## src/design/gmcp_pkg.sv

```systemverilog
// Package for the grid minimum cost path block: widths, codes and the queue entry type.
`default_nettype none
package gmcp_pkg;

	localparam int COST_W    = 16;
	localparam int SUM_W     = 32;
	localparam int CFG_W     = 10;
	localparam int CFG_IDX_W = 2;
	localparam int LIMIT_W   = 17;
	localparam int Q_DEPTH   = 4;
	localparam int Q_PTR_W   = 2;
	localparam int Q_CNT_W   = 3;

	localparam int DEF_MAX_COLS = 512;
	localparam int DEF_MAX_ROWS = 512;

	localparam logic [CFG_IDX_W-1:0] CFG_GRID_ROWS = 2'd0;
	localparam logic [CFG_IDX_W-1:0] CFG_GRID_COLS = 2'd1;

	localparam logic signed [SUM_W-1:0] SUM_MAX = 32'sh7fff_ffff;
	localparam logic signed [SUM_W-1:0] SUM_MIN = 32'sh8000_0000;

	typedef struct packed {
		logic signed [COST_W-1:0] cost;
		logic first_col;
		logic first_row;
		logic last_cell;
	} cell_req_t;

endpackage
`default_nettype wire

```

## src/design/gmcp_front.sv

```systemverilog
// Front end: configuration registers, grid position counters and request classification.
`default_nettype none
module gmcp_front #(
	parameter int MAX_COLS = gmcp_pkg::DEF_MAX_COLS,
	parameter int MAX_ROWS = gmcp_pkg::DEF_MAX_ROWS
) (
	input  wire logic                                   clk,
	input  wire logic                                   arst_n,
	input  wire logic                                   cfg_valid,
	output logic                                        cfg_ready,
	input  wire logic [gmcp_pkg::CFG_IDX_W-1:0]         cfg_index,
	input  wire logic [gmcp_pkg::CFG_W-1:0]             cfg_data,
	input  wire logic                                   accept,
	input  wire logic signed [gmcp_pkg::COST_W-1:0]     cell_cost,
	output gmcp_pkg::cell_req_t                         req
);
	import gmcp_pkg::*;

	localparam int COL_W = (MAX_COLS > 1) ? $clog2(MAX_COLS) : 1;
	localparam int ROW_W = (MAX_ROWS > 1) ? $clog2(MAX_ROWS) : 1;

	logic [CFG_W-1:0]   grid_rows_q;
	logic [CFG_W-1:0]   grid_cols_q;
	logic [COL_W-1:0]   col_q;
	logic [ROW_W-1:0]   row_q;
	logic [LIMIT_W-1:0] rows_eff;
	logic [LIMIT_W-1:0] cols_eff;
	logic               last_col;
	logic               last_row;
	logic               cfg_wr;

	assign cfg_ready = 1'b1;
	assign cfg_wr    = cfg_valid && cfg_ready;

	always_comb begin
		if (grid_rows_q == '0) begin
			rows_eff = LIMIT_W'(1);
		end else if (LIMIT_W'(grid_rows_q) > LIMIT_W'(MAX_ROWS)) begin
			rows_eff = LIMIT_W'(MAX_ROWS);
		end else begin
			rows_eff = LIMIT_W'(grid_rows_q);
		end
		if (grid_cols_q == '0) begin
			cols_eff = LIMIT_W'(1);
		end else if (LIMIT_W'(grid_cols_q) > LIMIT_W'(MAX_COLS)) begin
			cols_eff = LIMIT_W'(MAX_COLS);
		end else begin
			cols_eff = LIMIT_W'(grid_cols_q);
		end
	end

	assign last_col = (LIMIT_W'(col_q) + LIMIT_W'(1)) >= cols_eff;
	assign last_row = (LIMIT_W'(row_q) + LIMIT_W'(1)) >= rows_eff;

	assign req.cost      = cell_cost;
	assign req.first_col = (col_q == '0);
	assign req.first_row = (row_q == '0);
	assign req.last_cell = last_col && last_row;

	always_ff @(posedge clk or negedge arst_n) begin
		if (!arst_n) begin
			grid_rows_q <= CFG_W'(1);
			grid_cols_q <= CFG_W'(1);
			col_q       <= '0;
			row_q       <= '0;
		end else if (cfg_wr) begin
			case (cfg_index)
				CFG_GRID_ROWS: begin
					grid_rows_q <= cfg_data;
					col_q       <= '0;
					row_q       <= '0;
				end
				CFG_GRID_COLS: begin
					grid_cols_q <= cfg_data;
					col_q       <= '0;
					row_q       <= '0;
				end
				default: begin
				end
			endcase
		end else if (accept) begin
			if (last_col) begin
				col_q <= '0;
				if (last_row) begin
					row_q <= '0;
				end else begin
					row_q <= row_q + ROW_W'(1);
				end
			end else begin
				col_q <= col_q + COL_W'(1);
			end
		end
	end

endmodule
`default_nettype wire

```

## config.mk

```make
export PLATFORM = sky130hd
export DESIGN_NAME = gmcp_front
export DESIGN_NICKNAME = d
export VERILOG_FILES = /design/src/design/gmcp_pkg.sv /design/src/design/gmcp_front.sv
export SDC_FILE = /design/constraint.sdc
export NUM_CORES = 1
export LEC_CHECK = 0
export ABC_AREA = 1
export BUFFER_PORTS_ARGS = -buffer_cell sky130_fd_sc_hd__clkbuf_2
export CAP_MARGIN = 30
export CORE_MARGIN = 5
export CORE_UTILIZATION = 56
export CTS_BUF_LIST = sky130_fd_sc_hd__clkbuf_16
export DETAILED_ROUTE_END_ITERATION = 16
export GPL_TIMING_DRIVEN = 1
export PLACE_DENSITY = 0.8
export SLEW_MARGIN = 0
export SYNTH_ARGS = -nofsm -noshare
export SYNTH_HDL_FRONTEND = slang
export SYNTH_SLANG_ARGS = --single-unit
```

## constraint.sdc

```tcl
create_clock -name clk -period 3.7 [get_ports clk]
set_clock_uncertainty 0.2 [all_clocks]
set_input_delay 0.37 -clock clk [delete_from_list [all_inputs] [get_ports clk]]
set_output_delay 0.37 -clock clk [all_outputs]
set_load 0.1 [all_outputs]
```

# After elaboration in Yosys (flattened, before gate mapping)
# Index checks and enable logic that the tools add are counted.
# op_classes
n_reduce_logical	13
order_cmp	4
n_addsub	4
eq_ne	2
shifts	0
n_div	0
n_mul	0
n_bitwise	0
muxes	12
# ops
cell	n
$mux 9	8
$ge 10x17->1	2
$mux 10	3
$add 9x1->10 const B	2
$gt 10x10->1 const B	2
$logic_not 10->1	2
$add 9x1->9 const B	2
$logic_not 9->1	2
$mux 17	1
$reduce_and 2->1	3
$reduce_bool 2->1	2
$reduce_and 3->1	1
$eq 2x1->1 const B	1
$logic_not 2->1	1
$ne 2x2->1 const B	1
$reduce_or 2->1	1
$logic_and 1x1->1	1
# totals
latch_bits	0
elab_cells	39
ff_bits	38
inputBits	32
output_inout_bits	20
ramBits	0
mem_bits_ro	0
mem_count	0

# Depth between registers and ports, before layout
# depth
ltp_word	8
mapped_depth	21
depth_no_buf	21

# Least setup slack after synthesis
# No wires, ideal clock.
# synth_timing
kind	flip-flop to output port
startpoint	register col_q[0]
endpoint	output port req[2] in the netlist's numbering
arrival_time_ns	2.771
t_required_ns	3.130
stages_incl_launch_ff	5
n_path_buf	0
slack_ns	0.359
path_cell_list	dfrtp_1 -> inv_1 -> ha_1 -> nand3_1 -> nor3_1
# synth_rtl
element	line	rtl
start: declaration	gmcp_front.sv:24	logic [COL_W-1:0] col_q;
start signal: assignment	gmcp_front.sv:90	col_q <= col_q + COL_W'(1);
end: declaration	gmcp_front.sv:15	output gmcp_pkg::cell_req_t req

==> flow_summary.ini <==
[outcome]
outcome = finished clean

[die]
ios = 52
std_cell_rows = 25
initial_core_util_pct = 58.39
fp.dieW_um = 80.41
core_area_um2 = 4755
dieArea_um2 = 6466
die_y_um = 80.41

[placed_design]
dp_cells = 431
hpwl_um = 4096
place_congestion = 0.8447
port_buffers = 18
placed_area_um2 = 2804

[timing]
max_freq_mhz = 290.4
finalMaxSlewViolations = 0
finalSetupTns_ps = 0
setup_viol = 0
finalCritPeriodShare_pct = 93.08
rsz0062_at_grt = false
worst_pin_slew_ps = 953.1
post-route-min-period_ps = 3444
hold_viol_final = 0
relSlewSlack_pct = 36.23

[worst_hold_path]
hold_start = cfg_data[7]
hp-class = in2reg
hold-path-cell-count = 3

[routing]
drt_iter0_drc = 165
drc_errors = 0
ant_nets = 0
firstDrtPassIters = 4
wire_per_inst_um = 12.26
num_vias = 2246
routed_via_density = 5.105
totalWireLength_um = 5396

[yosys]
yosys.area.top_type_share_pct = 32.45
ys_types = 36
synth_area_um2 = 2776
async_reset_ff_share_pct = 100.0
synth_seq_cells = 38
yosysTopAreaCell = dfrtp_1
synth_seq_area_share_pct = 34.34
synth-main-ff-cell = dfrtp_1
synth_edf_count = 0
synthTopCellsByArea = dfrtp_1 (32%), nand2_1 (14%), ha_1 (11%), inv_1 (6.1%), buf_4 (4.6%)
yosysWarnings = 0
synthCells = 367
synth_commonest_cells = nand2_1 (106), inv_1 (45), dfrtp_1 (36)
synth_nets = 423
syn_area_per_cell_um2 = 7.565
yosysMostFrequentCell = nand2_1

[critical_path]
critical_path_required_ps = 3130
worstPathMaxFanout = 3
critPathArrivalTime_ps = 2870
timing.rr.start = col_q[0]
r2r-end = row_q[3]
worstRegToRegCells = 20
end_kind = primary output
critical_path_class = reg2out
reg2reg_setup_slack_ps = 850
startpoint = col_q[0]
crit_end = req[0]
crit_path_start_kind = register

[clock_tree]
clockBufferDepth = 2
cts_max_level = 2
cts_tree = yes
clk_pin_slew_ps = 60
cts_root_buf = clkbuf_16
numCtsBuffers = 5
cts_sinks = 38
clock_latency_ps = 280
post_cts_buffers = 0

[run]
maxCapViolCount = 0

[layout]
final_util_pct = 62.76
drive_gt1_share_pct = 15.28
final_nets = 429
fin_cells = 440
n_antenna_cell = 0
design_area_um2 = 2984
area_growth_pct = 7.481

[global_route]
antenna_found_initial = 0
grtUsageTotal_pct = 19.15
grt_pass1_vias = 2209
grt.overflow.total = 0
grt_first_pass_wirelength_um = 9632
grt_max_degree = 39

[pwr]
leakage_nw = 1.562
power.density_nw_per_um2 = 503.1
ir_drop_v = 0.0003723
total_power_mw = 1.501
-- stage by stage --
step | setup WS, ps | hold slack, ps
after global placement | 568.3 | 297.2
after floorplan | 358.6 | -125.6
after global routing | 8.900 | 152.8
after CTS | 143.2 | 55.67
after detailed placement | 489.8 | 309.5
final | 256.0 | 134.8
-- how the worst min path moves through the flow --
stage	end	slack (ps)
floorplan	col_q[0]	-130
global placement	grid_rows_q[0]	300
detailed placement	grid_cols_q[2]	310
CTS	col_q[0]	60
global route	grid_rows_q[5]	150
finish	grid_rows_q[7]	130
-- kinds of logic (layout without fill, tap and decap cells) --
logic type               count (synthesis)  after routing  synth area share (%)
AO/OA/AOI/OAI                           33             33                 6.895
XOR/XNOR                                10             10                 3.154
adder cells (fa/ha/maj)                 24             24                 10.82
buffers and inverters                   70             76                 12.03
flip-flops                              38             38                 34.34
multiplexers                             6              6                 2.433
other                                    1              1                0.1351
AND/OR/NAND/NOR                        185            185                 30.19
-- layout make-up --
| class | count | area (µm²) |
|---|---|---|
| Timing Repair Buffer | 20 | 135.1 |
| Fill cell | 429 | 1770 |
| Sequential cell | 38 | 953.4 |
| Inverter | 49 | 185.2 |
| Clock buffer | 5 | 125.1 |
| Tap cell | 67 | 83.83 |
| Clock inverter | 2 | 7.507 |
| Multi-Input combinational cell | 259 | 1494 |
-- layout by cell type (no fill, tap or decap) --
cell type      count
xor2_1            10
nor4_1             3
o31ai_4            1
nand3_2            3
nand3_1           19
nand2_1          105
clkinv_1           1
nor3_2             1
buf_12             2
nor3_1             3
nor2_2             3
clkbuf_16          5
nor2b_1            1
nor2_1            32
nand3_4            1
conb_1             1
inv_2              3
mux2_2             6
inv_1             46
dfrtp_1           36
ha_1              23
ha_2               1
nand2_4            1
nor2_4             2
o21ai_0           20
a21oi_1            8
clkbuf_2          17
nand2_2            4
clkinv_2           1
o21ai_2            1
dfstp_2            2
nand4_2            1
nand4_1            5
nor3b_2            1
dlygate4sd3_1      1
a21o_1             1
a31o_2             1
o21ai_1            1
-- report_power, final --
| group | total [mW] | internal, mW | switching [mW] |
|---|---|---|---|
| Sequential | 0.532 | 0.478 | 0.0542 |
| Clock | 0.396 | 0.241 | 0.155 |
| Combinational | 0.574 | 0.178 | 0.395 |
-- metal layers --
layer | track usage (%) | vias up | share of wire (%)
li1 | - | 1163 | -
met1 | 23.99 | 1027 | 46
met2 | 32.53 | 44 | 47
met3 | 3.475 | 12 | 4.8
met4 | 7.432 | 0 | 2.0
met5 | 0 | - | 0
-- state kept, by name, summed over array words and instances, names as in the netlist --
register / flops
col_q: 9
grid_cols_q: 10
grid_rows_q: 10
row_q: 9
-- repair_timing --
item / 4_1_cts / 5_1_grt
hold buffers: 0 / 1
setup endpoints to repair: 0 / 1
resized for setup: 0 / 5
endpoints found under the hold margin: 0 / 6
-- critical path, cell delays in order (launching register included) --
cell and delay [ps]:
dfrtp_1 370, ha_2 180, nand2_1 50, inv_1 80, nand2_1 90, nor2_2 100, nand2_1 70, nor2_1 110
xor2_1 160, inv_1 70, ha_1 290, nand2_1 70, nor2_1 130, nand3_1 70, nor2b_1 130, nand2_1 70
nand2_2 80, nand2_2 100, nand2_1 80, inv_1 100, buf_12 180
Power figures use the tool's default switching activity.
