[src/design/gmcp_pkg.sv]
// Package for the grid minimum cost path block: widths, codes and the queue entry type.
`default_nettype none
package gmcp_pkg;

	localparam int COST_W    = 16;
	localparam int SUM_W     = 32;
	localparam int CFG_W     = 10;
	localparam int CFG_IDX_W = 2;
	localparam int LIMIT_W   = 17;
	localparam int Q_DEPTH   = 4;
	localparam int Q_PTR_W   = 2;
	localparam int Q_CNT_W   = 3;

	localparam int DEF_MAX_COLS = 512;
	localparam int DEF_MAX_ROWS = 512;

	localparam logic [CFG_IDX_W-1:0] CFG_GRID_ROWS = 2'd0;
	localparam logic [CFG_IDX_W-1:0] CFG_GRID_COLS = 2'd1;

	localparam logic signed [SUM_W-1:0] SUM_MAX = 32'sh7fff_ffff;
	localparam logic signed [SUM_W-1:0] SUM_MIN = 32'sh8000_0000;

	typedef struct packed {
		logic signed [COST_W-1:0] cost;
		logic first_col;
		logic first_row;
		logic last_cell;
	} cell_req_t;

endpackage
`default_nettype wire

[src/design/gmcp_queue.sv]
// Short request queue between the front end and the back end.
`default_nettype none
module gmcp_queue (
	input  wire logic                 clk,
	input  wire logic                 arst_n,
	input  wire logic                 wr_en,
	input  gmcp_pkg::cell_req_t       wr_req,
	output logic                      full,
	input  wire logic                 rd_en,
	output gmcp_pkg::cell_req_t       rd_req,
	output logic                      empty
);
	import gmcp_pkg::*;

	cell_req_t          slot_q [Q_DEPTH];
	logic [Q_PTR_W-1:0] wr_ptr_q;
	logic [Q_PTR_W-1:0] rd_ptr_q;
	logic [Q_CNT_W-1:0] count_q;
	logic               do_wr;
	logic               do_rd;

	assign full   = (count_q == Q_CNT_W'(Q_DEPTH));
	assign empty  = (count_q == '0);
	assign do_wr  = wr_en && !full;
	assign do_rd  = rd_en && !empty;
	assign rd_req = slot_q[rd_ptr_q];

	always_ff @(posedge clk) begin
		if (do_wr) begin
			slot_q[wr_ptr_q] <= wr_req;
		end
	end

	always_ff @(posedge clk or negedge arst_n) begin
		if (!arst_n) begin
			wr_ptr_q <= '0;
			rd_ptr_q <= '0;
			count_q  <= '0;
		end else begin
			if (do_wr) begin
				wr_ptr_q <= wr_ptr_q + Q_PTR_W'(1);
			end
			if (do_rd) begin
				rd_ptr_q <= rd_ptr_q + Q_PTR_W'(1);
			end
			if (do_wr && !do_rd) begin
				count_q <= count_q + Q_CNT_W'(1);
			end else if (do_rd && !do_wr) begin
				count_q <= count_q - Q_CNT_W'(1);
			end
		end
	end

endmodule
`default_nettype wire

[config.mk]
export PLATFORM = sky130hd
export DESIGN_NAME = gmcp_queue
export DESIGN_NICKNAME = d
export VERILOG_FILES = /design/src/design/gmcp_pkg.sv /design/src/design/gmcp_queue.sv
export SDC_FILE = /design/constraint.sdc
export NUM_CORES = 1
export LEC_CHECK = 0
export BUFFER_PORTS_ARGS = -buffer_cell sky130_fd_sc_hd__buf_2
export CORE_MARGIN = 5
export CORE_UTILIZATION = 45
export DETAILED_ROUTE_END_ITERATION = 7
export PLACE_DENSITY_LB_ADDON = 0.12
export SLEW_MARGIN = 5
export SYNTH_ARGS = -nofsm -noshare
export SYNTH_HDL_FRONTEND = slang
export SYNTH_SLANG_ARGS = --single-unit
[constraint.sdc]
create_clock -name clk -period 2.15 [get_ports clk]
set_input_delay 0.1075 -clock clk [delete_from_list [all_inputs] [get_ports clk]]
set_output_delay 0.1075 -clock clk [all_outputs]
set_load 0.03 [all_outputs]
# After elaboration in Yosys (flattened, before gate mapping)
# Memory sizes are Yosys's and may differ from the RTL's.
# Index checks and enable logic that the tools add are counted.
# totals
register_bits	7
ramBits	76
out_inout_bits	21
word_cells	23
memories	1
# memory_table
memory	depth	word_bits	rd	rd_clocked_by_memory_dff	write_ports	line	rtl
slot_q	4	19	1	0	1	gmcp_queue.sv:15	cell_req_t slot_q [Q_DEPTH];
# classes
n_addsub	4
eq_ne	1
n_mux	4
reduce_logical	10
# ops
cell	n
$mux 3	2
$add 2x1->2 const B	2
$logic_and 1x1->1	4
$logic_not 1->1	4
$add 3x1->3 const B	1
$eq 3x3->1 const B	1
$logic_not 3->1	1
$sub 3x1->3 const B	1
$mux 1	2
$reduce_bool 2->1	1

# Longest topological paths before layout
# logic_depth
depth_word	7
depth_mapped	9

# Worst setup path after synthesis
# OpenSTA, ideal clock, no wires.
# synth_path
path_kind	register to register
from	reg count_q[0]
to	reg count_q[1]
setup_ns	0.125
arrival_ns	2.100
required_time_ns	2.025
setup_slack_ns	-0.075
stages_incl_launch_ff	8
n_path_buf	1
synth_period_minus_slack_ns	2.225
cell_sequence	dfrtp_1 nor3b_2 nor2b_1 buf_6 ha_1 inv_1 fa_1 mux2_2
# synth_via
elab_chain_cells	6
# synth_lines
element	line	rtl
start, declared	gmcp_queue.sv:18	logic [Q_CNT_W-1:0] count_q;
start signal, assigned	gmcp_queue.sv:47	count_q <= count_q + Q_CNT_W'(1);
start signal, assigned	gmcp_queue.sv:49	count_q <= count_q - Q_CNT_W'(1);
$eq 3x3->1 *	gmcp_queue.sv:22	assign full = (count_q == Q_CNT_W'(Q_DEPTH));
net full	gmcp_queue.sv:8	output logic full,
$logic_not 1->1 *	gmcp_queue.sv:24	assign do_wr = wr_en && !full;
$logic_and 1x1->1 *	gmcp_queue.sv:24	
net do_wr	gmcp_queue.sv:19	logic do_wr;
$logic_not 1->1	gmcp_queue.sv:48	end else if (do_rd && !do_wr) begin
$logic_and 1x1->1	gmcp_queue.sv:48	
$reduce_bool 2->1 (no line)	-	
# Mark *: on every way through the listed nets, which the timed path passes. The rest lies on a longest branch. The select of a mux whose other input is x is not followed.
# A chain may end at the register's enable or synchronous reset.

# Worst setup path in the final report
# layout_path
from	reg count_q[1]
to	reg count_q[2]
# layout_via
elab_chain_cells	6
# layout_lines
element
branches (longest 6 deep; another with $sub 3x1->3)
# Parallel ways; which one is timed is not known. The select of a mux whose other input is x is not followed.

==> flow_summary_export.csv <==
group,metric,value,unit
cts,clkSinkCount,83,
pwr,internal_power,3.536,mW
cells_and_area,layout-drive-gt1-share,0.4398,
synthesis,yosys.area.top_type,"edfxtp_1",
critical_path,end_kind,"flip-flop",
global_route,gr-usage-all-layers,0.1315,
synthesis,synthTopCellsByArea,"edfxtp_1 72%, mux4_2 14%, dfrtp_1 5.5%, ha_1 2.0%, xnor2_1 1.1%",
pwr,switching_share,0.3439,
cells_and_area,final_cell_area,3930,um^2
global_route,overflow,0,
critical_path,critPathMaxStageDelay,0.44,ns
synthesis,avgSynthCellArea,23.40,um^2
placed_design,port_buffers,43,
global_route,grt_max_degree,20,
timing,drv_slew,0,
timing,worstMarginPinSlew,0.9967,ns
synthesis,syn_nets,164,
critical_path,cp.required,2.40,ns
synthesis,synth_seq_cells,83,
timing,timing.final.ws_setup,0.05745,ns
cts,clock_latency,0.34,ns
pwr,p_sw,1.854,mW
timing,finalSetupViolations,0,
synthesis,synth_xor_area_frac,0.01663,
critical_path,crit_top_cell,"xor2_1",
synthesis,synth_fa_ha_area_frac,0.02614,
timing,fin_tns_setup,0,ns
synthesis,synth-compound-area-share,0,
timing,fin_worst_skew,0.006173,ns
timing,fin_hold_ws,0.04598,ns
cells_and_area,finalNonFillerCells,312,
cells_and_area,multi_input_area,673.1,um^2
routing,vias,1507,
pwr,worst_ir_drop_vdd,612.1,uV
routing,dr.pass1.iters,4,
synthesis,synth_top_family_by_area,"multiplexers",
synthesis,synthFlopType,"edfxtp_1",
synthesis,synthCells,135,
placed_design,pre_cts_slack,-0.02425,ns
cells_and_area,fin_nets,242,
floorplan,start_util,0.4625,
synthesis,synth.area.mux_share,0.1438,
synthesis,synth-seq-area-share,0.7778,
critical_path,cp-start-kind,"flip-flop",
synthesis,yosysWarnings,0,
placed_design,dp_hpwl,3274,um
run,maxCapViolCount,0,
synthesis,synthSimpleGateAreaFrac,0.01980,
synthesis,netlist_area,3159,um^2
cells_and_area,nFillCells,533,
routing,drtIter0Drc,60,
pwr,power_frac_comb,0.383,
cts,cts-root-buf,"clkbuf_8",
floorplan,core_area,6832,um^2
critical_path,path_cells,"or3_4 -> nand2_2 -> ha_2 -> inv_1 -> fa_1 -> xor2_1 -> nor2_1 -> xor2_1",
synthesis,async_flop_share,0.08434,
synthesis,synth_top_area_frac,0.7224,
pwr,power.density,1371,nW/um^2
cts,ctsHtreeMaxLevel,3,
synthesis,synth_edf_count,76,
routing,ant_nets,0,
routing,wl,5231,um
pwr,leakage,1.417,nW
routing,via_per_inst,4.830,
placed_design,gp_congestion,0.6761,
timing,rsz0062_at_grt,"yes",
timing,fin_crit_sh,0.9733,
synthesis,yosysUniqueCellTypes,21,
cells_and_area,regArea,2459,um^2
global_route,grt_pass1_vias,1680,
cts,cts_tree,"done",
run_status,status,"complete, no violations",
critical_path,worstSetupPathType,"reg2reg",
floorplan,pin_count,44,
timing,max_freq,477.9,MHz
pwr,fin_total_pwr,5.390,mW
cells_and_area,area_growth,24.40,%
pwr,p_clk_frac,0.191,
global_route,grt_pass1_wl,8418,um
placed_design,dpl_cell_area,3503,um^2
floorplan,die_w,93.79,um
cts,numCtsBuffers,9,
cells_and_area,antenna_cells,0,
global_route,antenna_found_initial,0,
floorplan,row_count,30,
critical_path,cp.arrival,2.34,ns
critical_path,crit_fanout,4,
timing,period_minus_slack,2.093,ns
cells_and_area,fin_util,0.5753,
critical_path,cp_slowest_cell,"dfrtp_2",
cts,clockBufferDepth,2,
cts,path_clk_slew,0.08,ns
pwr,pwr-share-seq,0.426,
floorplan,die_h,93.79,um
timing,relSlewSlack,0.3355,
placed_design,dp_cells,274,
hold_path,hold_path_class,"in2reg",
timing,hold_viol_final,0,
routing,drc,0,
routing,wl_per_cell,16.77,um
floorplan,die_area,8797,um^2
per-layer routing:
| layer | track usage | vias up | routed length [um] |
|---|---|---|---|
| met1 | 0.1572 | 756 | 2180 |
| met2 | 0.2153 | 41 | 2679 |
| met3 | 0.03365 | 11 | 256 |
| met4 | 0.07581 | 0 | 115 |
| met5 | 0 | - | 0 |
| li1 | - | 699 | - |
state kept, by name, indices dropped and copies added (netlist names):
| name | cells |
|---|---|
| rd_ptr_q | 2 |
| count_q | 3 |
| slot_q | 76 |
| wr_ptr_q | 2 |
cell usage in the layout (no fill, tap or decap), drive strengths merged, types with 3 or more instances in the layout:
cell,instances
edfxtp,76
mux4,19
ha,5
xnor2,4
clkbuf,9
inv,4
buf,52
dlygate4sd3,20
dfrtp,7
clkinv,3
and2,4
final timing paths:
path	start	endpoint	slack (ns)	cells past startpoint
worst min-delay path	rd_en	rd_ptr_q[0]$_DFFE_PN0P_	0.05	3
worst max register to register	count_q[1]$_DFFE_PN0P_	count_q[2]$_DFFE_PN0P_	0.06	8
worst max-delay path	count_q[1]$_DFFE_PN0P_	count_q[2]$_DFFE_PN0P_	0.06	8
worst min register to register	count_q[2]$_DFFE_PN0P_	count_q[2]$_DFFE_PN0P_	0.54	1
max in group asynchronous	arst_n	count_q[1]$_DFFE_PN0P_	1.82	2
min in group asynchronous	arst_n	count_q[2]$_DFFE_PN0P_	0.16	2
power by group through the flow:
stage               logic (mW)  registers, mW  clock network, mW
finish                    2.06           2.30               1.03
global route              2.21           2.34               1.12
CTS                       2.05           2.31               1.05
detailed placement        1.99           2.35                  0
global placement          1.96           2.32                  0
floorplan                 1.51           2.29                  0
critical path: cells and delay by family (launching register included):
kind,cells,cell delay [ns]
DFF,1,0.44
buffers and inverters,1,0.06
adders and majority gates,2,0.57
xor gates and xnor gates,2,0.34
and+or+nand+nor,3,0.61
Yosys cell counts, drive strengths merged, types with 2 or more instances:
| cell | instances |
|---|---|
| mux2 | 2 |
| dfrtp | 7 |
| xnor2 | 4 |
| ha | 5 |
| xor2 | 2 |
| edfxtp | 76 |
| and2 | 4 |
| inv | 4 |
| mux4 | 19 |
| buf | 4 |
area by class of cell:
cell class	instances	area share
sequential	83	0.6256
multi-input combinational	43	0.1713
timing repair buffer	72	0.1229
clock buffer	9	0.03152
tap	96	0.03056
clock inverter	5	0.01433
inverter	4	0.003820
timing repair:
| action | 4_1_cts | 5_1_grt |
|---|---|---|
| hold buffers | 20 | 0 |
| gates resized for setup | 5 | 2 |
| endpoints found under the hold margin | 83 | 0 |
| endpoints found under the setup margin | 58 | 10 |
| buffers inserted | 1 | 3 |
| pin swaps | 1 | 1 |
logic make-up after synthesis:
logic type	count (synthesis)
xor+xnor	6
fa+ha+maj	6
buf+inv	9
flops	83
mux	21
simple gates	10
No activity file was read; power rests on OpenSTA's default activity.
